==> src/hdl/wbps_pkg.sv <==
// ============================================================================
// wbps_pkg: shared types and constants for the wildcard byte pattern search
// Register map, fixed field widths and the stage-one control bundle.
// ============================================================================
`timescale 1ns / 1ps

package wbps_pkg;

    // Default sizing, handed to the top-level parameters
    localparam int DEF_MAX_PATTERN    = 32;
    localparam int DEF_BYTES_PER_WORD = 8;
    localparam int DEF_OFFSET_BITS    = 32;

    // Fixed port widths
    localparam int DATA_W      = 64;
    localparam int COUNT_W     = 4;
    localparam int OUT_OFF_W   = 32;
    localparam int PAT_WORDS   = 4;
    localparam int CARE_W      = 32;
    localparam int LENGTH_W    = 6;
    localparam int CFG_DATA_W  = 64;
    localparam int CFG_INDEX_W = 3;

    // Configuration register indexes
    typedef enum logic [CFG_INDEX_W-1:0] {
        REG_PATTERN_LOW    = 3'd0,
        REG_PATTERN_MID    = 3'd1,
        REG_PATTERN_UPPER  = 3'd2,
        REG_PATTERN_TOP    = 3'd3,
        REG_CARE_BITS      = 3'd4,
        REG_PATTERN_LENGTH = 3'd5
    } cfg_reg_t;

    // Control carried from the lane stage into the merge stage
    typedef struct packed {
        logic valid;
        logic last;
        logic sat;
    } s1_ctl_t;

endpackage

==> src/hdl/wbps_lane.sv <==
// ============================================================================
// wbps_lane: one match lane
// Checks whether the pattern ends at one fixed byte position of the word,
// and whether that byte's offset may legally end a match.
// ============================================================================
`timescale 1ns / 1ps

module wbps_lane #(
    parameter int MAX_PATTERN    = 32,
    parameter int BYTES_PER_WORD = 8,
    parameter int OFFSET_BITS    = 32,
    parameter int LANE           = 0
) (
    input  logic [7:0]                             stream [MAX_PATTERN],
    input  logic [7:0]                             apat   [MAX_PATTERN],
    input  logic [MAX_PATTERN-1:0]                 acare,
    input  logic [$clog2(BYTES_PER_WORD+1)-1:0]    count,
    input  logic [OFFSET_BITS-1:0]                 base,
    input  logic [$clog2(MAX_PATTERN+1)-1:0]       len,
    output logic                                   hit
);
    import wbps_pkg::*;

    localparam int CNT_BITS = $clog2(BYTES_PER_WORD + 1);
    localparam int OW1      = OFFSET_BITS + 1;
    localparam logic [OW1-1:0] OFFSET_MAX = {1'b0, {OFFSET_BITS{1'b1}}};
    localparam logic [OW1-1:0] LANE_OFF   = OW1'(LANE);

    logic [MAX_PATTERN-1:0] byte_ok;
    logic [OW1-1:0]         idx;
    logic [OW1-1:0]         idx_end;
    logic                   in_word;
    logic                   counted;
    logic                   long_enough;

    // Per-age compare; ages past the length are never cared for
    always_comb
    begin
        for (int a = 0; a < MAX_PATTERN; a++)
        begin
            byte_ok[a] = !acare[a] || (stream[a] == apat[a]);
        end
    end

    // Offset checks for the byte that ends the candidate match
    assign idx         = {1'b0, base} + LANE_OFF;
    assign idx_end     = idx + OW1'(1);
    assign in_word     = CNT_BITS'(LANE) < count;
    assign counted     = idx < OFFSET_MAX;
    assign long_enough = idx_end >= OW1'(len);

    assign hit = in_word && counted && long_enough && (&byte_ok);

endmodule

==> src/hdl/wbps_merge.sv <==
// ============================================================================
// wbps_merge: lane merge and result register
// Picks the lowest hitting lane, keeps the first match of the range and
// drives the result on the word marked last.
// ============================================================================
`timescale 1ns / 1ps

module wbps_merge #(
    parameter int MAX_PATTERN    = 32,
    parameter int BYTES_PER_WORD = 8,
    parameter int OFFSET_BITS    = 32
) (
    input  logic                                 clk,
    input  logic                                 rst_n,
    input  wbps_pkg::s1_ctl_t                    s1_ctl,
    input  logic [BYTES_PER_WORD-1:0]            s1_hits,
    input  logic [OFFSET_BITS-1:0]               s1_base,
    input  logic [$clog2(MAX_PATTERN+1)-1:0]     s1_len,
    input  logic                                 out_stall,
    output logic                                 take,
    output logic                                 out_valid,
    output logic                                 found,
    output logic [wbps_pkg::OUT_OFF_W-1:0]       match_offset,
    output logic                                 range_too_long
);
    import wbps_pkg::*;

    localparam int SEL_W = (BYTES_PER_WORD > 1) ? $clog2(BYTES_PER_WORD) : 1;
    localparam int OW    = OFFSET_BITS;

    logic          match_seen_reg, match_seen_next;
    logic [OW-1:0] first_off_reg,  first_off_next;
    logic          sat_reg,        sat_next;
    logic          out_valid_reg;
    logic          found_reg;
    logic [OUT_OFF_W-1:0] offset_reg;
    logic          too_long_reg;

    logic [SEL_W-1:0]           sel;
    logic                       any_hit;
    logic [OW-1:0]              cand_off;
    logic [OW+OUT_OFF_W-1:0]    off_wide;

    // Merge may consume unless a finished result is still held
    assign take = s1_ctl.valid && (!s1_ctl.last || !out_valid_reg || !out_stall);

    // Lowest hitting lane wins
    always_comb
    begin
        sel = '0;
        for (int l = BYTES_PER_WORD - 1; l >= 0; l--)
        begin
            if (s1_hits[l])
            begin
                sel = SEL_W'(l);
            end
        end
    end

    assign any_hit  = |s1_hits;
    assign cand_off = s1_base + OW'(sel) + OW'(1) - OW'(s1_len);

    // Range accumulation
    always_comb
    begin
        match_seen_next = match_seen_reg || any_hit;
        first_off_next  = (!match_seen_reg && any_hit) ? cand_off : first_off_reg;
        sat_next        = sat_reg || s1_ctl.sat;
    end

    // Result fits the 32-bit field; wider offsets are masked
    assign off_wide = {{OUT_OFF_W{1'b0}}, first_off_next};

    // Range state, cleared after the result
    always_ff @(posedge clk or negedge rst_n)
    begin
        if (!rst_n)
        begin
            match_seen_reg <= 1'b0;
            first_off_reg  <= '0;
            sat_reg        <= 1'b0;
        end
        else if (take)
        begin
            if (s1_ctl.last)
            begin
                match_seen_reg <= 1'b0;
                first_off_reg  <= '0;
                sat_reg        <= 1'b0;
            end
            else
            begin
                match_seen_reg <= match_seen_next;
                first_off_reg  <= first_off_next;
                sat_reg        <= sat_next;
            end
        end
    end

    // Output register
    always_ff @(posedge clk or negedge rst_n)
    begin
        if (!rst_n)
        begin
            out_valid_reg <= 1'b0;
        end
        else if (take && s1_ctl.last)
        begin
            out_valid_reg <= 1'b1;
        end
        else if (!out_stall)
        begin
            out_valid_reg <= 1'b0;
        end
    end

    always_ff @(posedge clk)
    begin
        if (take && s1_ctl.last)
        begin
            found_reg    <= match_seen_next;
            offset_reg   <= match_seen_next ? off_wide[OUT_OFF_W-1:0] : '0;
            too_long_reg <= sat_next;
        end
    end

    assign out_valid      = out_valid_reg;
    assign found          = found_reg;
    assign match_offset   = offset_reg;
    assign range_too_long = too_long_reg;

endmodule

==> src/hdl/wildcard_byte_pattern_search_top.sv <==
// ============================================================================
// wildcard_byte_pattern_search_top: masked byte signature scan, eight lanes
// Path: a taken last word passes the lane stage register, then the result
// register; it waits in the lane stage while an earlier result is held.
// Throughput: one word per cycle unless stalled; all lanes compare in parallel.
// Input stalls only while a result waits and another last word is merging.
// Reset: async clear of config, control and range state; pattern zero, length
// one, no sweep; result data and lane stage data registers are not reset.
// ============================================================================
`timescale 1ns / 1ps

module wildcard_byte_pattern_search_top #(
    parameter int MAX_PATTERN    = wbps_pkg::DEF_MAX_PATTERN,
    parameter int BYTES_PER_WORD = wbps_pkg::DEF_BYTES_PER_WORD,
    parameter int OFFSET_BITS    = wbps_pkg::DEF_OFFSET_BITS
) (
    input  logic                                 clk,
    input  logic                                 rst_n,
    // configuration
    input  logic                                 cfg_we,
    input  logic [wbps_pkg::CFG_INDEX_W-1:0]     cfg_index,
    input  logic [wbps_pkg::CFG_DATA_W-1:0]      cfg_data,
    // input channel
    input  logic                                 in_valid,
    output logic                                 in_stall,
    input  logic [wbps_pkg::DATA_W-1:0]          data_word,
    input  logic [wbps_pkg::COUNT_W-1:0]         byte_count,
    input  logic                                 last,
    // result channel
    output logic                                 out_valid,
    input  logic                                 out_stall,
    output logic                                 found,
    output logic [wbps_pkg::OUT_OFF_W-1:0]       match_offset,
    output logic                                 range_too_long
);
    import wbps_pkg::*;

    localparam int WIN      = MAX_PATTERN - 1;
    localparam int CNT_BITS = $clog2(BYTES_PER_WORD + 1);
    localparam int LEN_BITS = $clog2(MAX_PATTERN + 1);
    localparam int PIDX_W   = $clog2(MAX_PATTERN);
    localparam int OW       = OFFSET_BITS;
    localparam int OW1      = OFFSET_BITS + 1;
    localparam logic [OW1-1:0] OFFSET_MAX = {1'b0, {OFFSET_BITS{1'b1}}};

    // ------------------------------------------------------------------
    // Configuration registers
    // ------------------------------------------------------------------
    logic [PAT_WORDS*DATA_W-1:0] pat_reg,  pat_next;
    logic [CARE_W-1:0]           care_reg, care_next;
    logic [LEN_BITS-1:0]         len_reg,  len_next;
    logic [LENGTH_W-1:0]         len_raw;
    logic [7:0]                  apat_reg  [MAX_PATTERN];
    logic [7:0]                  apat_next [MAX_PATTERN];
    logic [MAX_PATTERN-1:0]      acare_reg, acare_next;

    assign len_raw = cfg_data[LENGTH_W-1:0];

    // Register writes; zero length acts as one, long lengths saturate
    always_comb
    begin
        pat_next  = pat_reg;
        care_next = care_reg;
        len_next  = len_reg;
        if (cfg_we)
        begin
            case (cfg_reg_t'(cfg_index))
                REG_PATTERN_LOW:    pat_next[0*DATA_W +: DATA_W] = cfg_data;
                REG_PATTERN_MID:    pat_next[1*DATA_W +: DATA_W] = cfg_data;
                REG_PATTERN_UPPER:  pat_next[2*DATA_W +: DATA_W] = cfg_data;
                REG_PATTERN_TOP:    pat_next[3*DATA_W +: DATA_W] = cfg_data;
                REG_CARE_BITS:      care_next = cfg_data[CARE_W-1:0];
                REG_PATTERN_LENGTH:
                begin
                    if (len_raw == '0)
                    begin
                        len_next = LEN_BITS'(1);
                    end
                    else if (len_raw > LENGTH_W'(MAX_PATTERN))
                    begin
                        len_next = LEN_BITS'(MAX_PATTERN);
                    end
                    else
                    begin
                        len_next = len_raw[LEN_BITS-1:0];
                    end
                end
                default: ;
            endcase
        end
    end

    // Pattern laid out by age: age a compares against byte len-1-a
    always_comb
    begin
        logic [LEN_BITS-1:0] jl;
        logic [PIDX_W-1:0]   j;
        for (int a = 0; a < MAX_PATTERN; a++)
        begin
            jl = len_next - LEN_BITS'(1) - LEN_BITS'(a);
            j  = jl[PIDX_W-1:0];
            apat_next[a]  = pat_next[j*8 +: 8];
            acare_next[a] = (LEN_BITS'(a) < len_next) && care_next[j];
        end
    end

    always_ff @(posedge clk or negedge rst_n)
    begin
        if (!rst_n)
        begin
            pat_reg   <= '0;
            care_reg  <= '0;
            len_reg   <= LEN_BITS'(1);
            acare_reg <= '0;
            for (int a = 0; a < MAX_PATTERN; a++)
            begin
                apat_reg[a] <= '0;
            end
        end
        else if (cfg_we)
        begin
            pat_reg   <= pat_next;
            care_reg  <= care_next;
            len_reg   <= len_next;
            acare_reg <= acare_next;
            apat_reg  <= apat_next;
        end
    end

    // ------------------------------------------------------------------
    // Input word, byte window and byte counter
    // ------------------------------------------------------------------
    logic [7:0]          wb       [BYTES_PER_WORD];
    logic [7:0]          win_reg  [WIN];
    logic [7:0]          win_next [WIN];
    logic [7:0]          win_cand [WIN][BYTES_PER_WORD+1];
    logic [CNT_BITS-1:0] cnt;
    logic [OW-1:0]       bs_reg, bs_next;
    logic [OW1-1:0]      bs_sum;
    logic                word_sat;
    logic                accept;
    logic                merge_take;

    // Lane stage contents
    s1_ctl_t                   s1_ctl_reg;
    logic [BYTES_PER_WORD-1:0] s1_hits_reg;
    logic [OW-1:0]             s1_base_reg;
    logic [LEN_BITS-1:0]       s1_len_reg;

    for (genvar gb = 0; gb < BYTES_PER_WORD; gb++)
    begin : g_bytes
        assign wb[gb] = data_word[gb*8 +: 8];
    end

    // Clamp byte count to the word size
    assign cnt = (byte_count > COUNT_W'(BYTES_PER_WORD)) ?
                 CNT_BITS'(BYTES_PER_WORD) : byte_count[CNT_BITS-1:0];

    // Window after shifting in c bytes, newest first
    for (genvar gk = 0; gk < WIN; gk++)
    begin : g_win
        for (genvar gc = 0; gc <= BYTES_PER_WORD; gc++)
        begin : g_cnt
            if (gc == 0)
            begin : g_none
                assign win_cand[gk][gc] = win_reg[gk];
            end
            else if (gk < gc)
            begin : g_new
                assign win_cand[gk][gc] = wb[gc-1-gk];
            end
            else
            begin : g_old
                assign win_cand[gk][gc] = win_reg[gk-gc];
            end
        end
        assign win_next[gk] = win_cand[gk][cnt];
    end

    // Saturating byte counter
    assign bs_sum   = {1'b0, bs_reg} + OW1'(cnt);
    assign word_sat = bs_sum > OFFSET_MAX;
    assign bs_next  = (bs_sum >= OFFSET_MAX) ? OFFSET_MAX[OW-1:0] : bs_sum[OW-1:0];

    assign in_stall = s1_ctl_reg.valid && !merge_take;
    assign accept   = in_valid && !in_stall;

    always_ff @(posedge clk or negedge rst_n)
    begin
        if (!rst_n)
        begin
            bs_reg <= '0;
            for (int k = 0; k < WIN; k++)
            begin
                win_reg[k] <= '0;
            end
        end
        else if (accept)
        begin
            if (last)
            begin
                bs_reg <= '0;
                for (int k = 0; k < WIN; k++)
                begin
                    win_reg[k] <= '0;
                end
            end
            else
            begin
                bs_reg  <= bs_next;
                win_reg <= win_next;
            end
        end
    end

    // ------------------------------------------------------------------
    // Match lanes, one per byte position of the word
    // ------------------------------------------------------------------
    logic [7:0]                lane_bytes [BYTES_PER_WORD][MAX_PATTERN];
    logic [BYTES_PER_WORD-1:0] hit_vec;

    for (genvar gl = 0; gl < BYTES_PER_WORD; gl++)
    begin : g_lane
        for (genvar ga = 0; ga < MAX_PATTERN; ga++)
        begin : g_age
            if (ga <= gl)
            begin : g_word
                assign lane_bytes[gl][ga] = wb[gl-ga];
            end
            else
            begin : g_hist
                assign lane_bytes[gl][ga] = win_reg[ga-gl-1];
            end
        end

        wbps_lane #(
            .MAX_PATTERN    (MAX_PATTERN),
            .BYTES_PER_WORD (BYTES_PER_WORD),
            .OFFSET_BITS    (OFFSET_BITS),
            .LANE           (gl)
        ) u_lane (
            .stream (lane_bytes[gl]),
            .apat   (apat_reg),
            .acare  (acare_reg),
            .count  (cnt),
            .base   (bs_reg),
            .len    (len_reg),
            .hit    (hit_vec[gl])
        );
    end

    // ------------------------------------------------------------------
    // Lane stage register
    // ------------------------------------------------------------------
    always_ff @(posedge clk or negedge rst_n)
    begin
        if (!rst_n)
        begin
            s1_ctl_reg <= '0;
        end
        else if (accept)
        begin
            s1_ctl_reg.valid <= 1'b1;
            s1_ctl_reg.last  <= last;
            s1_ctl_reg.sat   <= word_sat;
        end
        else if (merge_take)
        begin
            s1_ctl_reg.valid <= 1'b0;
        end
    end

    always_ff @(posedge clk)
    begin
        if (accept)
        begin
            s1_hits_reg <= hit_vec;
            s1_base_reg <= bs_reg;
            s1_len_reg  <= len_reg;
        end
    end

    // ------------------------------------------------------------------
    // Merge and result
    // ------------------------------------------------------------------
    wbps_merge #(
        .MAX_PATTERN    (MAX_PATTERN),
        .BYTES_PER_WORD (BYTES_PER_WORD),
        .OFFSET_BITS    (OFFSET_BITS)
    ) u_merge (
        .clk            (clk),
        .rst_n          (rst_n),
        .s1_ctl         (s1_ctl_reg),
        .s1_hits        (s1_hits_reg),
        .s1_base        (s1_base_reg),
        .s1_len         (s1_len_reg),
        .out_stall      (out_stall),
        .take           (merge_take),
        .out_valid      (out_valid),
        .found          (found),
        .match_offset   (match_offset),
        .range_too_long (range_too_long)
    );

`ifndef SYNTHESIS
    // Input only backs up behind a held result
    a_stall_cause: assert property (@(posedge clk) disable iff (!rst_n)
        in_stall |-> (out_valid && out_stall))
        else $error("input stalled without a held result");

    // A result appears only after a last word passed the merge
    a_result_source: assert property (@(posedge clk) disable iff (!rst_n)
        $rose(out_valid) |-> $past(s1_ctl_reg.valid && s1_ctl_reg.last))
        else $error("result without a last word");

    // No match means a zero offset
    a_offset_zero: assert property (@(posedge clk) disable iff (!rst_n)
        (out_valid && !found) |-> (match_offset == '0))
        else $error("offset nonzero without a match");
`endif

endmodule

==> config.mk <==
export PLATFORM = sky130hd
export DESIGN_NAME = wildcard_byte_pattern_search_top
export DESIGN_NICKNAME = d
export VERILOG_FILES = /design/src/hdl/wbps_pkg.sv /design/src/hdl/wbps_lane.sv /design/src/hdl/wbps_merge.sv /design/src/hdl/wildcard_byte_pattern_search_top.sv
export SDC_FILE = /design/constraint.sdc
export NUM_CORES = 2
export LEC_CHECK = 0
export ABC_CLOCK_PERIOD_IN_PS = 6200
export BUFFER_PORTS_ARGS = -buffer_cell sky130_fd_sc_hd__buf_2
export CAP_MARGIN = 5
export CELL_PAD_IN_SITES_DETAIL_PLACEMENT = 0
export CELL_PAD_IN_SITES_GLOBAL_PLACEMENT = 1
export CORE_UTILIZATION = 35
export CTS_BUF_LIST = sky130_fd_sc_hd__clkbuf_8
export DETAILED_ROUTE_END_ITERATION = 10
export GPL_TIMING_DRIVEN = 0
export PLACE_DENSITY = 0.67
export SYNTH_ARGS = -nofsm -noshare
export SYNTH_HDL_FRONTEND = slang
export SYNTH_SLANG_ARGS = --single-unit
export TNS_END_PERCENT = 10
==> constraint.sdc <==
create_clock -name clk -period 6.2 [get_ports clk]
set_input_delay 0.31 -clock clk [delete_from_list [all_inputs] [get_ports clk]]
set_output_delay 0.31 -clock clk [all_outputs]
set_load 0.02 [all_outputs]
After elaboration in Yosys (flattened, before gate mapping)
Index checks and enable logic that the tools add are counted.

Register bits after elaboration: 980. Input port bits: 141. Output and inout port bits: 36. Word-level logic and storage cells: 1078.

Add/subtract/negate cells: 50. Order comparisons: 93. Equality and inequality tests: 262. Shifts and indexed selects: 32. Muxes and demuxes: 188. Bitwise operators: 1. Reductions and logical operators: 371.

Operators with widths (number): indexed part select 256 x 9 -> 8 bit (32); == test 8 bit (256); binary-select mux 8 bit (select 4 bit) (31); two-way mux 8 bit (62); >= comparator 33 x 6 -> 1 bit (8); logical OR 1 bit (260); two-way mux 256 bit (1); two-way mux 64 bit (4); AND reduction 32 bit (8); two-way mux 248 bit (1); adder 33 x 1 -> 33 bit (second input constant) (7); less-than comparator 33 x 32 -> 1 bit (second input constant) (7); less-than comparator 5 x 6 -> 1 bit (second input constant) (32); two-way mux 32 bit (6); binary-select mux 1 bit (select 5 bit) (32); adder 32 x 3 -> 33 bit (second input constant) (4); less-than comparator 5 x 6 -> 1 bit (first input constant) (16); subtractor 5 bit (second input constant) (16); adder 32 x 2 -> 33 bit (second input constant) (2); logical AND 1 bit (61); less-than comparator 4 x 6 -> 1 bit (first input constant) (8); subtractor 5 x 4 -> 5 bit (second input constant) (8); logical NOT 1 bit (38); two-way mux 1 bit (38); 32 further kinds (59).

Longest topological paths before layout
Depth after elaboration: 13. Gate-level depth with buffers: 22. Gate-level depth less buffers: 19.

By module
A second synthesis with hierarchy kept.

Cells, all modules: 12143. Area total of the unflattened synthesis: 104791.8 um^2.

Modules (own cells, without submodules): wildcard_byte_pattern_search_top (instances 1, cells each 6590, area each 62602.5 um^2, sequential area each 23028.3 um^2); wbps_lane at g_lane[7].u_lane (instances 1, cells each 681, area each 5047.3 um^2, sequential area each 0.0 um^2); wbps_lane at g_lane[1].u_lane (instances 1, cells each 657, area each 4978.5 um^2, sequential area each 0.0 um^2); wbps_lane at g_lane[5].u_lane (instances 1, cells each 662, area each 4907.2 um^2, sequential area each 0.0 um^2); wbps_lane at g_lane[6].u_lane (instances 1, cells each 658, area each 4859.7 um^2, sequential area each 0.0 um^2); wbps_merge (instances 1, cells each 528, area each 4822.1 um^2, sequential area each 1896.8 um^2); wbps_lane at g_lane[4].u_lane (instances 1, cells each 641, area each 4709.5 um^2, sequential area each 0.0 um^2); wbps_lane at g_lane[3].u_lane (instances 1, cells each 627, area each 4610.7 um^2, sequential area each 0.0 um^2); wbps_lane at g_lane[2].u_lane (instances 1, cells each 610, area each 4545.6 um^2, sequential area each 0.0 um^2); wbps_lane at g_lane[0].u_lane (instances 1, cells each 489, area each 3708.6 um^2, sequential area each 0.0 um^2).

Worst setup path before layout
Ideal clock, no wire load.

Path type: input to register. Start point: input cfg_index[1] (netlist name). End point: register apat_reg[112] (netlist name). Setup time: 0.125 ns. Arrival: 5.659 ns. Data required time: 6.075 ns. Path slack: 0.416 ns. Stages: 19. Buffers on the path: 9. Cell sequence: nand4b_1 > buf_2 > o31ai_1 > buf_2 > clkbuf_1 > buf_1 > ha_1 > clkbuf_1 > inv_1 > clkbuf_1 > buf_2 > buf_1 > ha_1 > nand2_1 > xnor2_1 > buf_2 > mux2i_1 > mux2i_1 > mux2_2.

Cells in the longest elaborated chain, start to end: 6. Elaborated cells between the ends (all ways): 15. Those cells by class: add/sub (2); eq/ne (4); shift (1); mux (7); reduce/logical (1).

RTL lines: from (decl) (line wildcard_byte_pattern_search_top.sv:21) `input logic [wbps_pkg::CFG_INDEX_W-1:0] cfg_index,`; == test 3 bit (line wildcard_byte_pattern_search_top.sv:67) `case (cfg_reg_t'(cfg_index))`; two-way mux 6 bit (line wildcard_byte_pattern_search_top.sv:67); two-way mux 6 bit (line wildcard_byte_pattern_search_top.sv:65) `if (cfg_we)`; named net len_next[0] (line wildcard_byte_pattern_search_top.sv:51) `logic [LEN_BITS-1:0] len_reg, len_next;`; subtractor 5 x 1 -> 5 bit (line wildcard_byte_pattern_search_top.sv:100) `jl = len_next - LEN_BITS'(1) - LEN_BITS'(a);`; subtractor 5 bit (line wildcard_byte_pattern_search_top.sv:100); indexed part select 256 x 9 -> 8 bit (line wildcard_byte_pattern_search_top.sv:102) `apat_next[a] = pat_next[j*8 +: 8];`; to (signal assigned) (line wildcard_byte_pattern_search_top.sv:126) `apat_reg <= apat_next;`; to (decl) (line wildcard_byte_pattern_search_top.sv:53) `logic [7:0] apat_reg [MAX_PATTERN];`.

The timed path passes the listed nets, and every way through them passes these cells. A chain may end at the register's enable or synchronous reset.

Worst setup path in the final report
Start point: input byte_count[3] (netlist name). End point: register s1_hits_reg[4] (data pin).

Cells in the longest elaborated chain, start to end: 6.

RTL lines: from (decl) (line wildcard_byte_pattern_search_top.sv:27) `input logic [wbps_pkg::COUNT_W-1:0] byte_count,`; > comparator 4 bit (line wildcard_byte_pattern_search_top.sv:156) `assign cnt = (byte_count > COUNT_W'(BYTES_PER_WORD)) ?`; two-way mux 4 bit (*) (line wildcard_byte_pattern_search_top.sv:156); less-than comparator 3 x 4 -> 1 bit (*) (line wbps_lane.sv:48) `assign in_word = CNT_BITS'(LANE) < count;`; logical AND 1 bit (*) (3 in a row) (line wbps_lane.sv:52) `assign hit = in_word && counted && long_enough && (&byte_ok);`; named net g_lane[4].u_lane.hit (line wbps_lane.sv:20) `output logic hit`; to (signal assigned) (line wildcard_byte_pattern_search_top.sv:277) `s1_hits_reg <= hit_vec;`; to (decl) (line wildcard_byte_pattern_search_top.sv:146) `logic [BYTES_PER_WORD-1:0] s1_hits_reg;`.

The timed path passes the listed nets; every way through them passes the cells marked *.

==> run summary <==
The number of antenna violations at the first check in global routing is between 60 and 70. The placed standard-cell area came out at approximately 110000 um^2. The H-tree was split into 4 levels. The DRC marker count from the first detailed-route iteration is 14.7k. After synthesis, the cell types taking the most area are mux2i_1, dfrtp_1, xnor2_1. The overall track demand over capacity in global routing is about two fifths.

The final worst slack is -0.219 ns. The highest attainable clock frequency came out at around 0.16 GHz. The post-CTS setup buffer count is 0. The normalized max-slew margin came out at -12.4%. The startpoint of the worst register-to-register path is len_reg[0]$_DFFE_PN1P_. The total wire length is 618 mm.

The launching instance or port of the critical path is byte_count[3]. In this run the clock root is driven by a clkbuf_8. The most common flop cell mapped by yosys is dfrtp_1.

The effective utilization at floorplan is 35.2%. The largest buffer count on any clock path is 4. The number of buffer and inverter instances along the worst setup path came out at 4. In this design, the stage delay of the slowest critical-path cell is between 1 and 1.5 ns. The number of remaining DRC errors is 0. The required time at the endpoint of the critical path is 7.04 ns. The die outline width is between 500 and 600 um.

After the last flow step, the layout net total stands at roughly 12k. For this run the aggregate overflow at the end of global routing stands at 0. The top cell type by area accounts for between 20% and 30% of the synthesized area. The proportion of synthesized flip-flops having asynchronous set or reset came out at between 90% and 100%. The most repeated cell in the gate-level netlist after synthesis is mux2i_1. The total clock buffers created by CTS is 188. The height of the chip came out at 538 um. The CTS sink count came out at between 900 and 1k. The fraction of the cycle the final worst path needs came out at 104%. The area of the die came out at 289000 um^2.

The final-report setup violation count came out at 18. The final total negative setup slack is -1.26 ns. The largest fanout of any net on the critical path is 10.

The worst setup path is launched from an input port. The slew at the pin with the worst max-slew slack is about 1.7 ns. The final instance area came out at about 110000 um^2. The most numerous cell type found on the critical path is clkbuf_1. Synthesis inferred slightly below 1k register bits.

The number of top-level pins came out at 177. The maximum number of pins on one net before global-route repair came out at approximately 130. TritonCTS built the clock tree. The critical path runs through a total of 9 cells. The detail-routed net length per standard cell is about 40 um. The maximum resistive drop on vdd came out at approximately 0.35 mV. In the final layout, the share of cells above drive strength 1 is around 8.2%. The hold path startpoint is data_word[44]. The count of flip-flops with a built-in enable after synthesis is 80. The routed via count divided by cell count came out at ~6.4. The checks that failed: capacitance limit, slew limit, setup timing.

The sequential area share after synthesis came out at 24.8%. The worst hold path cell count is 4. The post-synthesis net count came out at roughly 11k.

The number of max-slew violations in the final report came out at 188. The number of cells produced by synthesis came out at ~11k. The final route contains around 100k vias. The power density over cell area came out at 519 nW/um^2. Setup repair after global routing could not meet its margin everywhere. The standard cell core area came out at 285000 um^2. The critical path class is input port to register. For the worst flop-to-flop path, the logic depth is 14. The area growth from synthesis to layout is 11.7%. The endpoint arrival time on the critical path came out at 7.26 ns.

Input and output buffers added on the ports amount to approximately 140. The total iterations of the first detailed-routing run is 9. The count of filler cells inserted in the layout came out at 29.0k. The number of global-route vias before repair is 93.3k. The path class of the tightest hold or removal check is input port to register. The floorplan row count is roughly 200.

The source-to-sink clock delay at the later pin of the worst-skew pair came out at 1.06 ns. In this design, the largest share of critical-path delay is due to buffers and inverters. The master of the slowest instance on the critical path is nor4_1.

After synthesis the cells add up to roughly 100000 um^2. Walking the worst path, the cells encountered are buf_2 -> clkbuf_1 -> clkbuf_1 -> clkbuf_1 -> o21ai_0 -> nor4_1 -> nand2_1 -> nor3_2 -> o311a_1. Counting I/O delays and the setup requirement, the final critical path takes around 6.4 ns. The post-synthesis cell type count is between 90 and 100.

In the synthesized netlist, the cells that appear most often are mux2i_1, xnor2_1, dfrtp_1, o21ai_0. The number of warnings issued by yosys is 0. The flow ran to the end, but the final reports show violations. The number of violations of the max-capacitance limit is 27. The worst setup path is captured at a register. The post-route clock skew is around 0.091 ns. The count of endpoints failing hold in the final timing report is 0. The wire length of the first global-routing pass is about 820 mm.

The mean cell area of the mapped netlist is 8.96 um^2. The clock transition at the registers of the reported paths came out at ~0.06 ns. The synthesized design spends more area on one cell type than any other, namely mux2i_1. The number of nets with antenna violations after detailed routing is 0.

At the end of routability-driven placement, the weighted congestion stood at around 1.1. The leakage dissipation came out at around 46 nW. After legalization and detailed placement, the total HPWL measured just under 500 mm.
==> through the flow <==
stage	worst slack [ns]	hold WS, ns	cells	power, mW	utilization [%]
final	-0.219	0.0452	15608	58.3	39.3
after global routing	-0.125	0.0529	15580	58.6	39.3
after CTS	-0.0481	0.000548	15556	55.6	39.1
after detailed placement	-2.98	0.378	15140	48.1	37.3
after global placement	-14.99	0.430	15099	47.3	37.1
after floorplan	0.416	0.0144	11202	31.7	-
==> routing by layer <==
metal	vias up	track usage, %	wire (um)
met4	40	25.4	46200
li1	40496	-	-
met3	1980	14.7	76400
met5	-	1.96	985
met2	7249	59.5	250000
met1	50057	51.9	245000
==> worst min-delay path, delay by kind of cell <==
family,cells,cell delay [ns]
AND/OR/NAND/NOR,1,0.14
buffers and inverters,1,0.27
AO/OA/AOI/OAI,2,0.33
==> timing repair <==
action / 4_1_cts / 5_1_grt
gates cloned: 0 / 0
hold endpoints to repair: 590 / 0
hold buffers: 90 / 0
resized for setup: 57 / 72
setup endpoints to repair: 308 / 134
pin swaps: 0 / 1
==> cells by family after synthesis <==
kind of cell,after synthesis,share of synthesized area [%]
AO/OA/AOI/OAI,1493,9.51
XOR/XNOR,2348,20.6
adder cells (fa/ha/maj),107,1.36
buffers and inverters,1532,5.84
flip-flops,980,24.8
multiplexers,2684,27.1
AND/OR/NAND/NOR,2058,10.8
==> placed cells by master, fill, tap and decap left out, drive strengths merged, types with 25 or more instances in the layout <==
cell         netlist  layout
mux2i           2423    2423
xnor2           2135    2135
dfrtp            899     899
clkbuf           607     833
buf              491     665
o21ai            635     635
nand4            611     611
nand2            583     583
inv              428     483
a22o             281     281
mux2             258     258
nor2             257     257
xor2             213     213
a21oi            207     207
nor4             115     115
nand3            111     111
nor3             110     110
ha               103     103
dlygate4sd3        0      89
edfxtp            80      80
a31oi             42      42
diode              0      39
a21o              38      38
or3               38      38
clkinv             6      38
and3              36      36
a211oi            33      33
o31ai             31      31
a22oi             29      29
nand2b            27      27
nor2b             27      27
and4              26      26
and2              25      25
==> power by group <==
part           total [mW]  switching [mW]  internal, mW
logic                42.0            28.6          13.4
clock network        7.20            3.24          3.96
registers            9.09           0.949          8.14
total                58.3            32.8          25.5
==> final timing paths <==
path / slack [ns] / end
min in group asynchronous: 0.45 / pat_reg[184]$_DFFE_PN0P_
max reg2reg: -0.22 / apat_reg[9]$_DFFE_PN0P_
min reg2reg: 0.42 / s1_base_reg[10]$_DFFE_PP_
max in group asynchronous: 4.02 / lane_bytes[261]$_DFFE_PN0P_
min: 0.05 / lane_bytes[172]$_DFFE_PN0P_
max: -0.22 / s1_hits_reg[4]$_DFFE_PP_
==> cell type report <==
class / instances / area, um^2 / share of cell area (%)
Antenna cell: 39 / 97.6 / 0.0870
Buffer: 1094 / 4320 / 3.85
Clock buffer: 218 / 3000 / 2.68
Clock inverter: 111 / 1010 / 0.904
Inverter: 434 / 1630 / 1.45
Multi-Input combinational cell: 8690 / 70100 / 62.5
Sequential cell: 980 / 24900 / 22.2
Tap cell: 3762 / 4710 / 4.20
Timing Repair Buffer: 280 / 2380 / 2.12
Note: power is estimated with default switching activity, not from simulation.
